===== config.mk =====
export PLATFORM = sky130hd
export DESIGN_NAME = hkd_queue
export DESIGN_NICKNAME = d
export VERILOG_FILES = /design/src/sv/histogram_kernel_density_defines.svh /design/src/sv/hkd_pkg.sv /design/src/sv/hkd_queue.sv
export SDC_FILE = /design/constraint.sdc
export NUM_CORES = 1
export LEC_CHECK = 0
export BUFFER_PORTS_ARGS = -buffer_cell sky130_fd_sc_hd__buf_4
export CORE_MARGIN = 2
export CORE_UTILIZATION = 23
export CTS_CLUSTER_DIAMETER = 40
export DETAILED_ROUTE_END_ITERATION = 10
export PLACE_DENSITY = 0.39
export SLEW_MARGIN = 15
export SYNTH_ARGS = -nofsm -noshare
export SYNTH_HDL_FRONTEND = slang
export SYNTH_SLANG_ARGS = --single-unit

===== constraint.sdc =====
create_clock -name clock -period 3.5 [get_ports clock]
set_clock_uncertainty 0.05 [all_clocks]
set_input_delay 0.525 -clock clock [delete_from_list [all_inputs] [get_ports clock]]
set_output_delay 0.525 -clock clock [all_outputs]
set_load 0.02 [all_outputs]

===== src/sv/histogram_kernel_density_defines.svh =====
// ----------------------------------------------------------------------------
// Assertion macros for the histogram kernel density block
// Concurrent checks on the rising clock edge, dropped for synthesis.
// ----------------------------------------------------------------------------
`ifndef HISTOGRAM_KERNEL_DENSITY_DEFINES_SVH
`define HISTOGRAM_KERNEL_DENSITY_DEFINES_SVH
`ifndef SYNTHESIS
// check outside reset
`define HKD_ASSERT(lbl, prop) \
   lbl: assert property (@(posedge clock) disable iff (reset) prop) else $error("hkd check failed");
// check that also holds across reset
`define HKD_ASSERT_RST(lbl, prop) \
   lbl: assert property (@(posedge clock) prop) else $error("hkd reset check failed");
`else
`define HKD_ASSERT(lbl, prop)
`define HKD_ASSERT_RST(lbl, prop)
`endif
`endif


===== src/sv/hkd_pkg.sv =====
// ----------------------------------------------------------------------------
// hkd_pkg
// Types, codes and the kernel table function of the histogram density block.
// ----------------------------------------------------------------------------
`timescale 1ns / 1ps
`default_nettype none
package hkd_pkg;

   localparam int BINS_DEF           = 256;
   localparam int KERNEL_ENTRIES_DEF = 256;
   // widest bin index over the parameter range (4096 bins)
   localparam int MAX_BIN_W          = 12;
   localparam int QUEUE_DEPTH        = 2;
   localparam int QUEUE_PTR_W        = 1;

   localparam logic [63:0] ONE_Q32          = 64'h1_0000_0000;
   localparam logic [63:0] INV_SQRT_2PI_Q32 = 64'd1713444047;

   // input actions
   localparam logic ACT_SAMPLE = 1'b0;
   localparam logic ACT_QUERY  = 1'b1;

   // result kinds
   localparam logic [1:0] KIND_COUNTED = 2'd0;
   localparam logic [1:0] KIND_SKIPPED = 2'd1;
   localparam logic [1:0] KIND_DENSITY = 2'd2;

   // register indexes
   localparam logic [2:0] CSR_RANGE_MIN     = 3'd0;
   localparam logic [2:0] CSR_RANGE_MAX     = 3'd1;
   localparam logic [2:0] CSR_BIN_WIDTH     = 3'd2;
   localparam logic [2:0] CSR_INV_BIN_WIDTH = 3'd3;
   localparam logic [2:0] CSR_ZERO_BAND     = 3'd4;
   localparam logic [2:0] CSR_INV_BANDWIDTH = 3'd5;
   localparam logic [2:0] CSR_INV_NORM      = 3'd6;

   typedef struct packed {
      logic               action;
      logic signed [31:0] value;
   } req_type;

   typedef struct packed {
      logic [1:0]  kind;
      logic [7:0]  bin_index;
      logic [31:0] density;
   } rsp_type;

   typedef struct packed {
      logic signed [31:0] range_min;
      logic signed [31:0] range_max;
      logic [31:0]        bin_width;
      logic [31:0]        inv_bin_width;
      logic [15:0]        zero_band;
      logic [31:0]        inv_bandwidth;
      logic [31:0]        inv_norm;
   } cfg_type;

   // work handed from front to back
   typedef enum logic [1:0] {
      OP_COUNT,
      OP_SKIP,
      OP_QUERY
   } op_type;

   typedef struct packed {
      op_type                 op;
      logic [MAX_BIN_W-1:0]   bin;
      logic signed [31:0]     value;
   } entry_type;

   typedef enum logic [2:0] {
      ST_CLEAR,
      ST_IDLE,
      ST_RD,
      ST_WR,
      ST_SCAN,
      ST_DRAIN,
      ST_FHI,
      ST_FLO
   } back_state_type;

   // Gaussian kernel entry idx, Q0.32; x = 2^37 / entries^2
   function automatic logic [31:0] kernel_entry(input logic [63:0] x, input int idx);
      logic [63:0] t;
      logic [63:0] a;
      logic [63:0] a2;
      logic [63:0] g;
      logic [63:0] r;
      logic [63:0] p;
      t = ONE_Q32;
      a = ONE_Q32;
      // exp(-x) by Taylor series to the sixth power
      for (int k = 1; k <= 6; k++) begin
         t = ((t * x) >> 32) / 64'(k);
         if (k[0]) begin
            a = a - t;
         end else begin
            a = a + t;
         end
      end
      a2 = (a * a) >> 32;
      g  = ONE_Q32;
      r  = a;
      for (int k = 0; k < idx; k++) begin
         g = (g * r) >> 32;
         r = (r * a2) >> 32;
      end
      p = (g * INV_SQRT_2PI_Q32) >> 32;
      return p[31:0];
   endfunction

endpackage
`default_nettype wire


===== src/sv/hkd_queue.sv =====
// ----------------------------------------------------------------------------
// hkd_queue
// Short work queue between the front and the back.
// ----------------------------------------------------------------------------
`timescale 1ns / 1ps
`default_nettype none
module hkd_queue (
   input  wire logic               clock,
   input  wire logic               reset,
   input  wire logic               push,
   input  wire hkd_pkg::entry_type push_data,
   input  wire logic               pop,
   output logic                    full,
   output logic                    not_empty,
   output hkd_pkg::entry_type      pop_data
);

   localparam int CNT_W = hkd_pkg::QUEUE_PTR_W + 1;

   hkd_pkg::entry_type                slot_ff [hkd_pkg::QUEUE_DEPTH];
   logic [hkd_pkg::QUEUE_PTR_W-1:0]   wp_ff, rp_ff;
   logic [CNT_W-1:0]                  cnt_ff, cnt_in;

   assign full      = (cnt_ff == CNT_W'(hkd_pkg::QUEUE_DEPTH));
   assign not_empty = (cnt_ff != '0);
   assign pop_data  = slot_ff[rp_ff];

   always_comb begin
      cnt_in = cnt_ff;
      if (push && !pop) begin
         cnt_in = cnt_ff + CNT_W'(1);
      end else if (pop && !push) begin
         cnt_in = cnt_ff - CNT_W'(1);
      end
   end

   // pointers and fill
   always_ff @(posedge clock) begin
      if (reset) begin
         wp_ff  <= '0;
         rp_ff  <= '0;
         cnt_ff <= '0;
      end else begin
         cnt_ff <= cnt_in;
         if (push) begin
            wp_ff <= wp_ff + hkd_pkg::QUEUE_PTR_W'(1);
         end
         if (pop) begin
            rp_ff <= rp_ff + hkd_pkg::QUEUE_PTR_W'(1);
         end
      end
   end

   always_ff @(posedge clock) begin
      if (push) begin
         slot_ff[wp_ff] <= push_data;
      end
   end

endmodule
`default_nettype wire


# --- Yosys cells after proc, flatten, opt, wreduce, memory -nomap -nowiden ---
# Memories as Yosys holds them, arrays and structs flattened. A register that Yosys moved wholly into a read port is not among the register bits.
# Cells that the tools add are included.
# Widths: inputs -> output; s select.
totals:
  ff_bits: 4
  ram_bits: 92
  in_bits: 50
  output_inout_bits: 48
  wordCells: 21
  n_memories: 1
classes:
  n_addsub: 4
  eq_ne: 1
  muxes: 6
  n_reduce_logical: 6
memory_table:
  columns: ["name", "depth", "word_bits", "read_ports", "rd_clocked_by_memory_dff", "write_ports", "line_no", "rtl"]
  rows:
  - ["slot_ff", 2, 46, 1, 1, 1, "hkd_queue.sv:20", "hkd_pkg::entry_type slot_ff [hkd_pkg::QUEUE_DEPTH];"]
op_table:
  columns: ["operator", "n"]
  rows:
  - ["$mux 1", 4]
  - ["$mux 2", 2]
  - ["$reduce_bool 2->1", 2]
  - ["$add 1x1->1 const B", 2]
  - ["$add 2x1->2 const B", 1]
  - ["$eq 2x2->1 const B", 1]
  - ["$logic_and 1x1->1", 2]
  - ["$logic_not 1->1", 2]
  - ["$sub 2x1->2 const B", 1]

# --- Longest topological paths before layout ---
depth:
  word_depth: 4
  mapped_depth: 5
  depth_no_buf: 5

# --- Worst setup path before layout ---
# OpenSTA, ideal clock, no wires.
synth_timing:
  path_kind: "input to register"
  startpoint: "input port push"
  endpoint: "memory slot_ff[0][0] (netlist bit) (enable)"
  setup_time_ns: 0.455
  arrival_ns: 2.571
  t_required_ns: 2.995
  slack_ns: 0.424
  path_stages: 1
  path_buffers: 0
  path_cell_list: "nor2b_1"
synth_via:
  elab_chain_len: 2
synth_rtl:
  columns: ["element", "line_no", "rtl"]
  rows:
  - ["start, declared", "hkd_queue.sv:10", "input wire logic push,"]
  - ["$mux 1", "hkd_queue.sv:55", "if (push) begin"]
  - ["$mux 1 (implied by the code)", "hkd_queue.sv:56", "slot_ff[wp_ff] <= push_data;"]
  - ["end, declared", "hkd_queue.sv:20", null]
# No other way between the ends.

==> impl_metrics.py <==
metrics = {
    "cells_and_area": {
        "final-instance-count-excl-fill": 463,
        "final_nets": 322,
        "drive_above_1_share_pct": 59.27,
        "n_antenna_cell": 0,
        "num-fill-cells": 1490,
        "area_growth_pct": 35.49,
    },
    "setup_path": {
        "worstSetupStartpointType": "flop",
        "cp.arrival_ps": 1880,
        "crit_fanout": 25,
        "cp_top_family": "flip-flops",
        "cp.required_ps": 2920,
        "reg2reg_setup_slack_ps": 1720,
        "endpoint_kind": "primary output",
        "path_buf_inv": 2,
        "critPathKind": "reg -> out",
        "slowest_stage": "dfxtp_2",
        "critical_path.cell_chain": "buf_12 -> mux2_2 -> buf_4",
        "cp_slowest_stage_delay_ps": 720,
    },
    "route": {
        "drtIter0Drc": 73,
        "drc": 0,
        "num_vias": 1810,
        "ant_nets": 0,
        "dr.pass1.iters": 4,
        "vias_per_cell": 3.909,
        "wirelength_mm": 6.857,
        "wl_per_cell_um": 14.81,
    },
    "clock_tree": {
        "cts_max_path_buffers": 2,
        "clock_latency_ps": 340,
        "cts_hold_buf": 0,
        "cts-buffers-inserted": 9,
        "root_buffer": "clkbuf_16",
        "cts_resized": 0,
        "clk_pin_slew_ps": 60,
        "cts.sinks": 97,
        "h-tree-depth": 3,
        "cts_tree": "yes",
        "postCtsSetupBuffers": 0,
    },
    "sta": {
        "fin_crit_sh_pct": 70.25,
        "finalSetupViolations": 0,
        "tightest_slew_ps": 607.0,
        "report.final.hold_viol_count": 0,
        "max_freq_mhz": 406.7,
        "post-route-min-period_ps": 2459,
        "whs_ps": 313.1,
        "slew_viol_final": 0,
        "final.setup.tns_ps": 0,
        "rsz0062_at_grt": "false",
        "fin_ws_ps": 1041,
        "maxSlewHeadroom_pct": 59.53,
    },
    "placed_design": {
        "hpwl_mm": 4.328,
        "pre_cts_ws_ps": 1336,
        "routabilityCongestion": 0.6503,
        "numPortBuffers": 97,
        "dp_cells": 448,
    },
    "run": {
        "max-cap-violations": 0,
    },
    "synthesis": {
        "ys.flop_type": "edfxtp_1",
        "yosysUniqueCellTypes": 17,
        "synthesis.area_um2": 3543,
        "synthArstFlopShare_pct": 0,
        "ys_seq_elements": 97,
        "synth_largest_area_cell": "edfxtp_1",
        "synth_top_area_share_pct": 77.97,
        "synth_most_common_cell": "edfxtp_1",
        "yosys_warnings": 0,
        "syn_nets": 216,
        "synthCells": 165,
        "synth_common_cells": "edfxtp_1, mux2_2, dfxtp_1",
        "seq_area_frac_synth_pct": 80.79,
        "avgSynthCellArea_um2": 21.48,
        "synth_edf_count": 92,
        "synth_area_leaders": "edfxtp_1, mux2_2, dfxtp_1",
    },
    "power": {
        "p_leak_nw": 1.771,
        "p_per_area_nw_per_um2": 576.1,
        "ir_drop_uv": 193.4,
    },
    "floorplanning": {
        "row_count": 45,
        "die_y_um": 128.1,
        "top_level_ports": 98,
        "fp.dieW_um": 128.1,
        "initial_core_util_pct": 23.40,
        "core_area_um2": 15150,
        "fp.dieArea_um2": 16410,
    },
    "grt": {
        "antenna_found_initial": 0,
        "grt_remaining_overflow": 0,
        "grt_max_degree": 34,
        "grt_pass1_wl_mm": 10.25,
        "grt_pass1_vias": 1899,
        "grtUsageTotal_pct": 8.837,
    },
    "hold_path": {
        "hp-class": "in -> reg",
    },
    "outcome": {
        "status": "finished, final reports clean",
    },
}
power by group:
group	switching, mW	internal, mW	leakage [nW]
combinational	0.192	0.186	0.719
clock	0.390	0.619	0.147
sequential	0.0281	1.35	0.905
sequential cells by signal, indices dropped and copies added (netlist names), named ones only:
| name | count |
|---|---|
| wp_ff | 1 |
| slot_ff | 92 |
| rp_ff | 1 |
| cnt_ff | 2 |
kinds of logic (layout without fill, tap and decap cells):
logic type	Yosys count	in the layout	synth area share, %
xor gates and xnor gates	4	4	0.9889
adders and majority gates	1	1	0.3531
DFF	97	97	80.79
buffers and inverters	6	116	1.589
AOI/OAI and AO/OA	2	2	0.2822
muxes	46	46	14.62
and+or+nand+nor	9	9	1.377
metrics by stage:
stage               power [mW]  cell area [um2]  util (%)
global placement         1.793             4499     29.71
CTS                      2.824             4801     31.70
detailed placement       1.793             4499     29.71
floorplan                1.613             3543         -
finish                   2.766             4801     31.70
global route             2.895             4801     31.70
path summary, 6_finish.rpt:
kind,cells after the start,start,to
worst max-delay path,3,flop,pop_data[26]
worst min-delay path,1,push_data[33],slot_ff[1][33]
worst max register to register,2,wp_ff,slot_ff[1][30]
worst min register to register,2,cnt_ff[1],cnt_ff[1]
cell usage in the layout (no fill, tap or decap):
cell type | synthesis | final
mux2_2 | 46 | 46
edfxtp_1 | 92 | 92
clkinv_2 | 0 | 1
bufinv_16 | 0 | 2
and2b_2 | 1 | 1
nor2_1 | 4 | 4
clkbuf_1 | 0 | 2
dfxtp_2 | 0 | 1
inv_1 | 1 | 1
clkinv_1 | 0 | 1
nor2b_4 | 0 | 1
xor2_1 | 2 | 2
buf_4 | 1 | 99
ha_1 | 1 | 1
or3_1 | 1 | 1
a21oi_1 | 1 | 1
buf_12 | 0 | 1
or2_2 | 1 | 1
o21ai_0 | 1 | 1
dfxtp_1 | 5 | 4
and2_2 | 0 | 1
clkbuf_16 | 0 | 9
xnor2_1 | 2 | 2
layout make-up:
class / count / area [um2] / area share (%)
Inverter: 1 / 3.754 / 0.07819
Timing Repair Buffer: 100 / 763.2 / 15.90
Clock buffer: 11 / 232.7 / 4.848
Multi-Input combinational cell: 62 / 633.1 / 13.19
Clock inverter: 4 / 68.82 / 1.433
Tap cell: 188 / 235.2 / 4.900
Sequential cell: 97 / 2864 / 59.66
routing by layer:
layer | up-vias | wire length, um | global-route usage [%]
met4 | 0 | 184 | 6.012
li1 | 854 | - | -
met5 | - | 0 | 0
met3 | 13 | 449 | 3.548
met2 | 57 | 3188 | 13.05
met1 | 886 | 3035 | 10.56
(Power assumes the default switching activity.)
