[src/sv/histogram_kernel_density_defines.svh]
// ----------------------------------------------------------------------------
// Assertion macros for the histogram kernel density block
// Concurrent checks on the rising clock edge, dropped for synthesis.
// ----------------------------------------------------------------------------
`ifndef HISTOGRAM_KERNEL_DENSITY_DEFINES_SVH
`define HISTOGRAM_KERNEL_DENSITY_DEFINES_SVH
`ifndef SYNTHESIS
// check outside reset
`define HKD_ASSERT(lbl, prop) \
   lbl: assert property (@(posedge clock) disable iff (reset) prop) else $error("hkd check failed");
// check that also holds across reset
`define HKD_ASSERT_RST(lbl, prop) \
   lbl: assert property (@(posedge clock) prop) else $error("hkd reset check failed");
`else
`define HKD_ASSERT(lbl, prop)
`define HKD_ASSERT_RST(lbl, prop)
`endif
`endif

[src/sv/hkd_pkg.sv]
// ----------------------------------------------------------------------------
// hkd_pkg
// Types, codes and the kernel table function of the histogram density block.
// ----------------------------------------------------------------------------
`timescale 1ns / 1ps
`default_nettype none
package hkd_pkg;

   localparam int BINS_DEF           = 256;
   localparam int KERNEL_ENTRIES_DEF = 256;
   // widest bin index over the parameter range (4096 bins)
   localparam int MAX_BIN_W          = 12;
   localparam int QUEUE_DEPTH        = 2;
   localparam int QUEUE_PTR_W        = 1;

   localparam logic [63:0] ONE_Q32          = 64'h1_0000_0000;
   localparam logic [63:0] INV_SQRT_2PI_Q32 = 64'd1713444047;

   // input actions
   localparam logic ACT_SAMPLE = 1'b0;
   localparam logic ACT_QUERY  = 1'b1;

   // result kinds
   localparam logic [1:0] KIND_COUNTED = 2'd0;
   localparam logic [1:0] KIND_SKIPPED = 2'd1;
   localparam logic [1:0] KIND_DENSITY = 2'd2;

   // register indexes
   localparam logic [2:0] CSR_RANGE_MIN     = 3'd0;
   localparam logic [2:0] CSR_RANGE_MAX     = 3'd1;
   localparam logic [2:0] CSR_BIN_WIDTH     = 3'd2;
   localparam logic [2:0] CSR_INV_BIN_WIDTH = 3'd3;
   localparam logic [2:0] CSR_ZERO_BAND     = 3'd4;
   localparam logic [2:0] CSR_INV_BANDWIDTH = 3'd5;
   localparam logic [2:0] CSR_INV_NORM      = 3'd6;

   typedef struct packed {
      logic               action;
      logic signed [31:0] value;
   } req_type;

   typedef struct packed {
      logic [1:0]  kind;
      logic [7:0]  bin_index;
      logic [31:0] density;
   } rsp_type;

   typedef struct packed {
      logic signed [31:0] range_min;
      logic signed [31:0] range_max;
      logic [31:0]        bin_width;
      logic [31:0]        inv_bin_width;
      logic [15:0]        zero_band;
      logic [31:0]        inv_bandwidth;
      logic [31:0]        inv_norm;
   } cfg_type;

   // work handed from front to back
   typedef enum logic [1:0] {
      OP_COUNT,
      OP_SKIP,
      OP_QUERY
   } op_type;

   typedef struct packed {
      op_type                 op;
      logic [MAX_BIN_W-1:0]   bin;
      logic signed [31:0]     value;
   } entry_type;

   typedef enum logic [2:0] {
      ST_CLEAR,
      ST_IDLE,
      ST_RD,
      ST_WR,
      ST_SCAN,
      ST_DRAIN,
      ST_FHI,
      ST_FLO
   } back_state_type;

   // Gaussian kernel entry idx, Q0.32; x = 2^37 / entries^2
   function automatic logic [31:0] kernel_entry(input logic [63:0] x, input int idx);
      logic [63:0] t;
      logic [63:0] a;
      logic [63:0] a2;
      logic [63:0] g;
      logic [63:0] r;
      logic [63:0] p;
      t = ONE_Q32;
      a = ONE_Q32;
      // exp(-x) by Taylor series to the sixth power
      for (int k = 1; k <= 6; k++) begin
         t = ((t * x) >> 32) / 64'(k);
         if (k[0]) begin
            a = a - t;
         end else begin
            a = a + t;
         end
      end
      a2 = (a * a) >> 32;
      g  = ONE_Q32;
      r  = a;
      for (int k = 0; k < idx; k++) begin
         g = (g * r) >> 32;
         r = (r * a2) >> 32;
      end
      p = (g * INV_SQRT_2PI_Q32) >> 32;
      return p[31:0];
   endfunction

endpackage
`default_nettype wire

[src/sv/hkd_front.sv]
// ----------------------------------------------------------------------------
// hkd_front
// Takes items, tests the zero band, clamps and bins samples, queues the work.
// ----------------------------------------------------------------------------
`timescale 1ns / 1ps
`default_nettype none
module hkd_front #(
   parameter int BINS = hkd_pkg::BINS_DEF
) (
   input  wire logic             clock,
   input  wire logic             reset,
   input  wire logic             accept,
   input  wire hkd_pkg::req_type req_data,
   input  wire hkd_pkg::cfg_type cfg,
   input  wire logic             q_full,
   output logic                  q_push,
   output hkd_pkg::entry_type    q_data,
   output logic                  stall
);

   localparam int BIN_W = (BINS > 1) ? $clog2(BINS) : 1;

   logic               s1_v_ff, s1_v_in;
   logic               s1_act_ff;
   logic signed [31:0] s1_val_ff;
   logic               s2_v_ff, s2_v_in;
   hkd_pkg::op_type    s2_op_ff, s2_op_in;
   logic [31:0]        s2_off_ff, s2_off_in;
   logic signed [31:0] s2_val_ff;
   logic               s1_go, s2_go;

   logic signed [32:0] vext, rmin, rmaxm1, c1, c2, diff;
   logic [32:0]        mag;
   logic [63:0]        prod;
   logic [BIN_W-1:0]   idx;

   // stage handshake
   assign s2_go  = s2_v_ff & ~q_full;
   assign s1_go  = s1_v_ff & (~s2_v_ff | s2_go);
   assign stall  = s1_v_ff & ~s1_go;
   assign s1_v_in = accept | (s1_v_ff & ~s1_go);
   assign s2_v_in = s1_go | (s2_v_ff & ~s2_go);

   // zero band test and clamp into the range
   always_comb begin
      vext   = {s1_val_ff[31], s1_val_ff};
      mag    = vext[32] ? 33'(-vext) : 33'(vext);
      rmin   = {cfg.range_min[31], cfg.range_min};
      rmaxm1 = {cfg.range_max[31], cfg.range_max} - 33'sd1;
      c1     = (vext < rmin) ? rmin : vext;
      c2     = (c1 > rmaxm1) ? rmaxm1 : c1;
      diff   = c2 - rmin;
      s2_off_in = (c2 > rmin) ? diff[31:0] : 32'd0;
      if (s1_act_ff == hkd_pkg::ACT_QUERY) begin
         s2_op_in = hkd_pkg::OP_QUERY;
      end else if (mag < {17'd0, cfg.zero_band}) begin
         s2_op_in = hkd_pkg::OP_SKIP;
      end else begin
         s2_op_in = hkd_pkg::OP_COUNT;
      end
   end

   // bin index from the offset, saturated to the last bin
   always_comb begin
      prod = 64'(s2_off_ff) * 64'(cfg.inv_bin_width);
      idx  = (prod[63:32] >= 32'(BINS)) ? BIN_W'(BINS - 1) : prod[BIN_W-1+32:32];
      q_push       = s2_go;
      q_data.op    = s2_op_ff;
      q_data.bin   = (s2_op_ff == hkd_pkg::OP_COUNT) ? hkd_pkg::MAX_BIN_W'(idx) : '0;
      q_data.value = s2_val_ff;
   end

   always_ff @(posedge clock) begin
      if (reset) begin
         s1_v_ff <= 1'b0;
         s2_v_ff <= 1'b0;
      end else begin
         s1_v_ff <= s1_v_in;
         s2_v_ff <= s2_v_in;
      end
   end

   // payload stages
   always_ff @(posedge clock) begin
      if (accept) begin
         s1_act_ff <= req_data.action;
         s1_val_ff <= req_data.value;
      end
      if (s1_go) begin
         s2_op_ff  <= s2_op_in;
         s2_off_ff <= s2_off_in;
         s2_val_ff <= s1_val_ff;
      end
   end

endmodule
`default_nettype wire

[config.mk]
export PLATFORM = sky130hd
export DESIGN_NAME = hkd_front
export DESIGN_NICKNAME = d
export VERILOG_FILES = /design/src/sv/histogram_kernel_density_defines.svh /design/src/sv/hkd_pkg.sv /design/src/sv/hkd_front.sv
export SDC_FILE = /design/constraint.sdc
export NUM_CORES = 2
export LEC_CHECK = 0
export BUFFER_PORTS_ARGS = -buffer_cell sky130_fd_sc_hd__clkbuf_2
export CAP_MARGIN = 10
export CORE_AREA = 3 3 309 311
export CTS_BUF_LIST = sky130_fd_sc_hd__clkbuf_16
export DETAILED_ROUTE_END_ITERATION = 6
export DIE_AREA = 0 0 312 314
export PLACE_DENSITY_LB_ADDON = 0.12
export SLEW_MARGIN = 20
export SYNTH_ARGS = -nofsm -noshare
export SYNTH_HDL_FRONTEND = slang
export SYNTH_SLANG_ARGS = --single-unit
[constraint.sdc]
create_clock -name clock -period 9.5 [get_ports clock]
set_input_delay 0.95 -clock clock [delete_from_list [all_inputs] [get_ports clock]]
set_output_delay 0.95 -clock clock [all_outputs]
set_load 0.1 [all_outputs]
==> Word level (Yosys, flattened, before mapping) <==
Index checks and enable logic that the tools add are counted.
{ "op_classes": {"n_eq_ne": 0, "reduce_logical": 1, "n_mul": 1, "bitwise_logic": 11, "shifts": 0, "muxes": 6, "magnitude_cmp": 5, "div_mod_pow": 0, "add_sub_neg": 3} }
{ "ops": {"columns": ["operator", "count"], "rows": [
  ["33-bit 2-to-1 mux", 3],
  ["32-bit by 32-bit multiplier with 64-bit output", 1],
  ["33-bit by 32-bit > comparator with 1-bit output", 1],
  ["33-bit > comparator", 1],
  ["33-bit by 16-bit < comparator with 1-bit output", 1],
  ["32-bit negator with 33-bit output", 1],
  ["32-bit by 2-bit subtractor with 33-bit output (second input constant)", 1],
  ["32-bit by 9-bit greater-or-equal comparator with 1-bit output (second input constant)", 1],
  ["32-bit < comparator", 1],
  ["32-bit subtractor", 1],
  ["8-bit 2-to-1 mux", 2],
  ["1-bit AND", 4],
  ["1-bit inverter", 4],
  ["1-bit bitwise OR", 3],
  ["2-bit logical NOT", 1],
  ["1-bit 2-to-1 mux", 1]
]} }
{ "totals": {"register_bits": 101, "latchBits": 0, "n_memories": 0, "romBits": 0, "mem_bits_rw": 0, "word_cells": 34, "out_inout_bits": 48} }

==> Longest topological paths before layout <==
{ "depth": {"word_depth": 7, "mapped_depth": 41} }

==> Least setup slack after synthesis <==
OpenSTA, ideal clock, no wires.
{ "synth_timing": {"path_type": "input to output", "start": "in cfg[88] (netlist bit)", "end": "out q_data[32] (netlist bit)", "t_arrival_ns": 9.124, "required_ns": 8.550, "path_stages": 27, "slack_ns": -0.574, "cell_sequence": "clkbuf_1 nand2_1 fa_1 inv_1 fa_1 fa_1 inv_1 fa_1 inv_1 fa_1 fa_1 fa_1 inv_1 fa_1 inv_1 ha_1 clkbuf_1 a21o_1 o21bai_1 a21oi_1 nand4_1 o211ai_1 a31oi_1 a221o_1 xor2_1 nor2_1 a21oi_1"} }
{ "synth_rtl": {"columns": ["item", "line_no", "source"], "rows": [
  ["start: declaration", "hkd_front.sv:14", "input wire hkd_pkg::cfg_type cfg,"],
  ["end: declaration", "hkd_front.sv:17", "output hkd_pkg::entry_type q_data,"]
]} }

==> impl_metrics.toml <==
[worst_setup_path]
rr_startpoint = "s1_val_ff[8]"
cp_data_required_time_ns = 8.55
r2r_cells = 40
critPathKind = "in -> out"
cp-endpoint = "q_data[37]"
slowest_stage = "fa_1"
cp-end-kind = "primary output"
critPathMaxStageDelay_ns = 0.55
reg2reg_to = "s2_off_ff[11]"
cp-start-kind = "input port"
cp_data_arrival_time_ns = 8.68
critPathMaxFanout = 8
reg2reg_slack_ns = 0.73
cp-startpoint = "cfg[101]"

[flow_run]
drv_cap = 0

[grt]
grt_overflow = 0
grt_pass1_vias = 34600
grt_util_all_layers_pct = 25.42
grt_pass1_wl_um = 195100
grt_max_degree = 67
antenna_found_initial = 4

[cells_and_area]
nets = 6559
final_core_util_pct = 53.45
drive_gt1_share_pct = 18.52
area_delta_synth_final_pct = 19.26

[logic_synthesis]
yosys.area_share.adder_pct = 54.23
synth-simple-area-share_pct = 17.76
synth_most_common_cell = "inv_1"
post_synth_num_cell_types = 80
synth_edf_count = 99
synth_top_family_by_area = "adder cells"
ys_seq_elements = 101
synth_area_leaders = "fa_1 (43%), ha_1 (11%), inv_1 (8.8%), and2_1 (7.6%), edfxtp_1 (7.1%)"
synth.largest_area_cell = "fa_1"
synth.area.mux_share_pct = 1.767
yosysSeqAreaShare_pct = 7.225
synth_xor_area_share_pct = 1.953
synth_compound_area_share_pct = 6.114
mappedNetlistArea_um2 = 41700
synth_ff_type = "edfxtp_1"
avgSynthCellArea_um2 = 9.025
netlist_top_cells_count = "inv_1 (982), fa_1 (896), nand2_1 (635), and2_1 (505), ha_1 (374)"
synth_top_area_share_pct = 43.01
async_reset_ff_share_pct = 0
synthCells = 4621
ys_warn_count = 0

[clocking]
cts_inserted_buffers = 9
cts.path.max_buffers = 2
cts_root_buf = "clkbuf_16"
clk_pin_slew_worst_paths_ns = 0.09
clk_latency_ns = 0.39
htree_levels = 3
clock-sinks = 101
hold_buffers = 0
cts_tree = "done"

[sta]
fmax_ghz = 0.1039
worst_slack_ns = -0.1292
max_slew_margin_pct = 38.26
rsz0062_at_grt = "true"
period_share_pct = 101.4
worst_pin_slew_ns = 0.9260
finalMaxSlewViolations = 0
setup_viol = 8
layout_min_cycle_time_ns = 9.629
fin_worst_skew_ns = 0.01395
hold_viol = 0

[place]
hpwl_um = 102100
io_buffers = 192
place_congestion = 0.9146

[run_status]
status = "finished with violations"
violations = "negative setup slack"

[routing]
postRouteAntennaNets = 0
drc = 0
wl_um = 123200
drt_iter0_drc = 1614
drt-pass1-iter-count = 7
routed-via-count = 32580
routedWlPerCell_um = 19.54
vias_per_cell = 5.166

[floorplanning]
fp-row-count = 112
fp.coreArea_um2 = 93050
fp.dieH_um = 314
die_width_um = 312
initial_utilization_pct = 44.82
die-area_um2 = 97970
pin_count = 293

[worst_hold_path]
hp-class = "reg -> reg"
[per-layer routing]
layer	wire (µm)	GRT usage (%)	vias up	share of wire (%)
met3	6479	2.488	148	5.3
met2	60600	43.65	818	49
li1	-	-	14930	-
met4	3365	5.960	0	2.7
met1	52760	34.91	16680	43
met5	0	0	-	0
[worst min-delay path by stage]
| stage | from | endpoint | depth (start not counted) |
|---|---|---|---|
| floorplan | s1_act_ff | s2_op_ff[1] | 0 |
| global placement | s1_v_ff | s2_v_ff | 2 |
| detailed placement | s1_v_ff | s2_v_ff | 2 |
| CTS | s1_v_ff | s2_v_ff | 2 |
| global route | s1_act_ff | s2_op_ff[1] | 0 |
| finish | s1_v_ff | s2_v_ff | 2 |
[through the flow]
stage                     area [µm²]  setup TNS, ns  setup WS, ns  hold WS (ns)  cells
after floorplan                41780        -0.6862       -0.1364        0.4277   4624
after CTS                      48550         -1.875       -0.2403        0.5080   6274
after detailed placement       47160         -7.891       -0.4693        0.4822   6228
after global routing           49730         -2.652       -0.3351        0.5270   6303
final                          49730        -0.9751       -0.1292        0.4999   6306
after global placement         47160         -5.658       -0.4799        0.4831   6228
[area by class of cell]
type / instances / area [µm²]
Clock inverter: 7 / 96.34
Tap cell: 1254 / 1569
Antenna cell: 3 / 7.507
Multi-Input combinational cell: 3314 / 35580
Fill cell: 8736 / 43320
Sequential cell: 101 / 3013
Timing Repair Buffer: 636 / 5555
Inverter: 982 / 3686
Clock buffer: 9 / 225.2
[what timing repair did]
item	CTS	global route
cloned	3	4
pin swaps	111	151
setup endpoints to repair	8	40
resized for setup	162	229
buffers inserted	27	25
[state kept, by name, summed over array words and instances (netlist names)]
name	cells
s2_op_ff	2
s1_v_ff	1
s2_off_ff	32
s1_act_ff	1
s2_v_ff	1
s2_val_ff	32
s1_val_ff	32
[critical path, delay by kind of cell]
family,cells,cell delay (ns)
buffers and inverters,9,1.00
adder cells (fa/ha/maj),9,4.22
AO/OA/AOI/OAI,7,1.35
AND/OR/NAND/NOR,5,1.12
[kinds of logic (layout without fill, tap and decap cells)]
logic type,count (synthesis),after routing
other,1,7
AOI/OAI and AO/OA,393,393
buffers and inverters,1209,1634
adders and majority gates,1270,1270
and+or+nand+nor,1481,1481
xor gates and xnor gates,93,93
DFF,101,101
muxes,73,73
[cells in the final DEF (no fill, tap or decap), drive strengths merged, types with 6 or more instances in the layout]
cell type and n:
a211oi 9, a21boi 6, a21o 63, a21oi 116, a31oi 13, and2 505, and3 9, and4 7
buf 453, clkbuf 190, edfxtp 99, fa 896, ha 374, inv 986, mux2i 68, nand2 635
nand2b 11, nand3 23, nand4 40, nor2 131, nor2b 19, nor3 33, nor3b 9, nor4 19
o211ai 8, o21a 14, o21ai 75, o21bai 15, o31ai 14, o41ai 7, or3 15, or4 12
xnor2 65, xor2 28
Power is not shown: default switching activity piles up to over one toggle a cycle in this logic, so the estimate is an artifact.
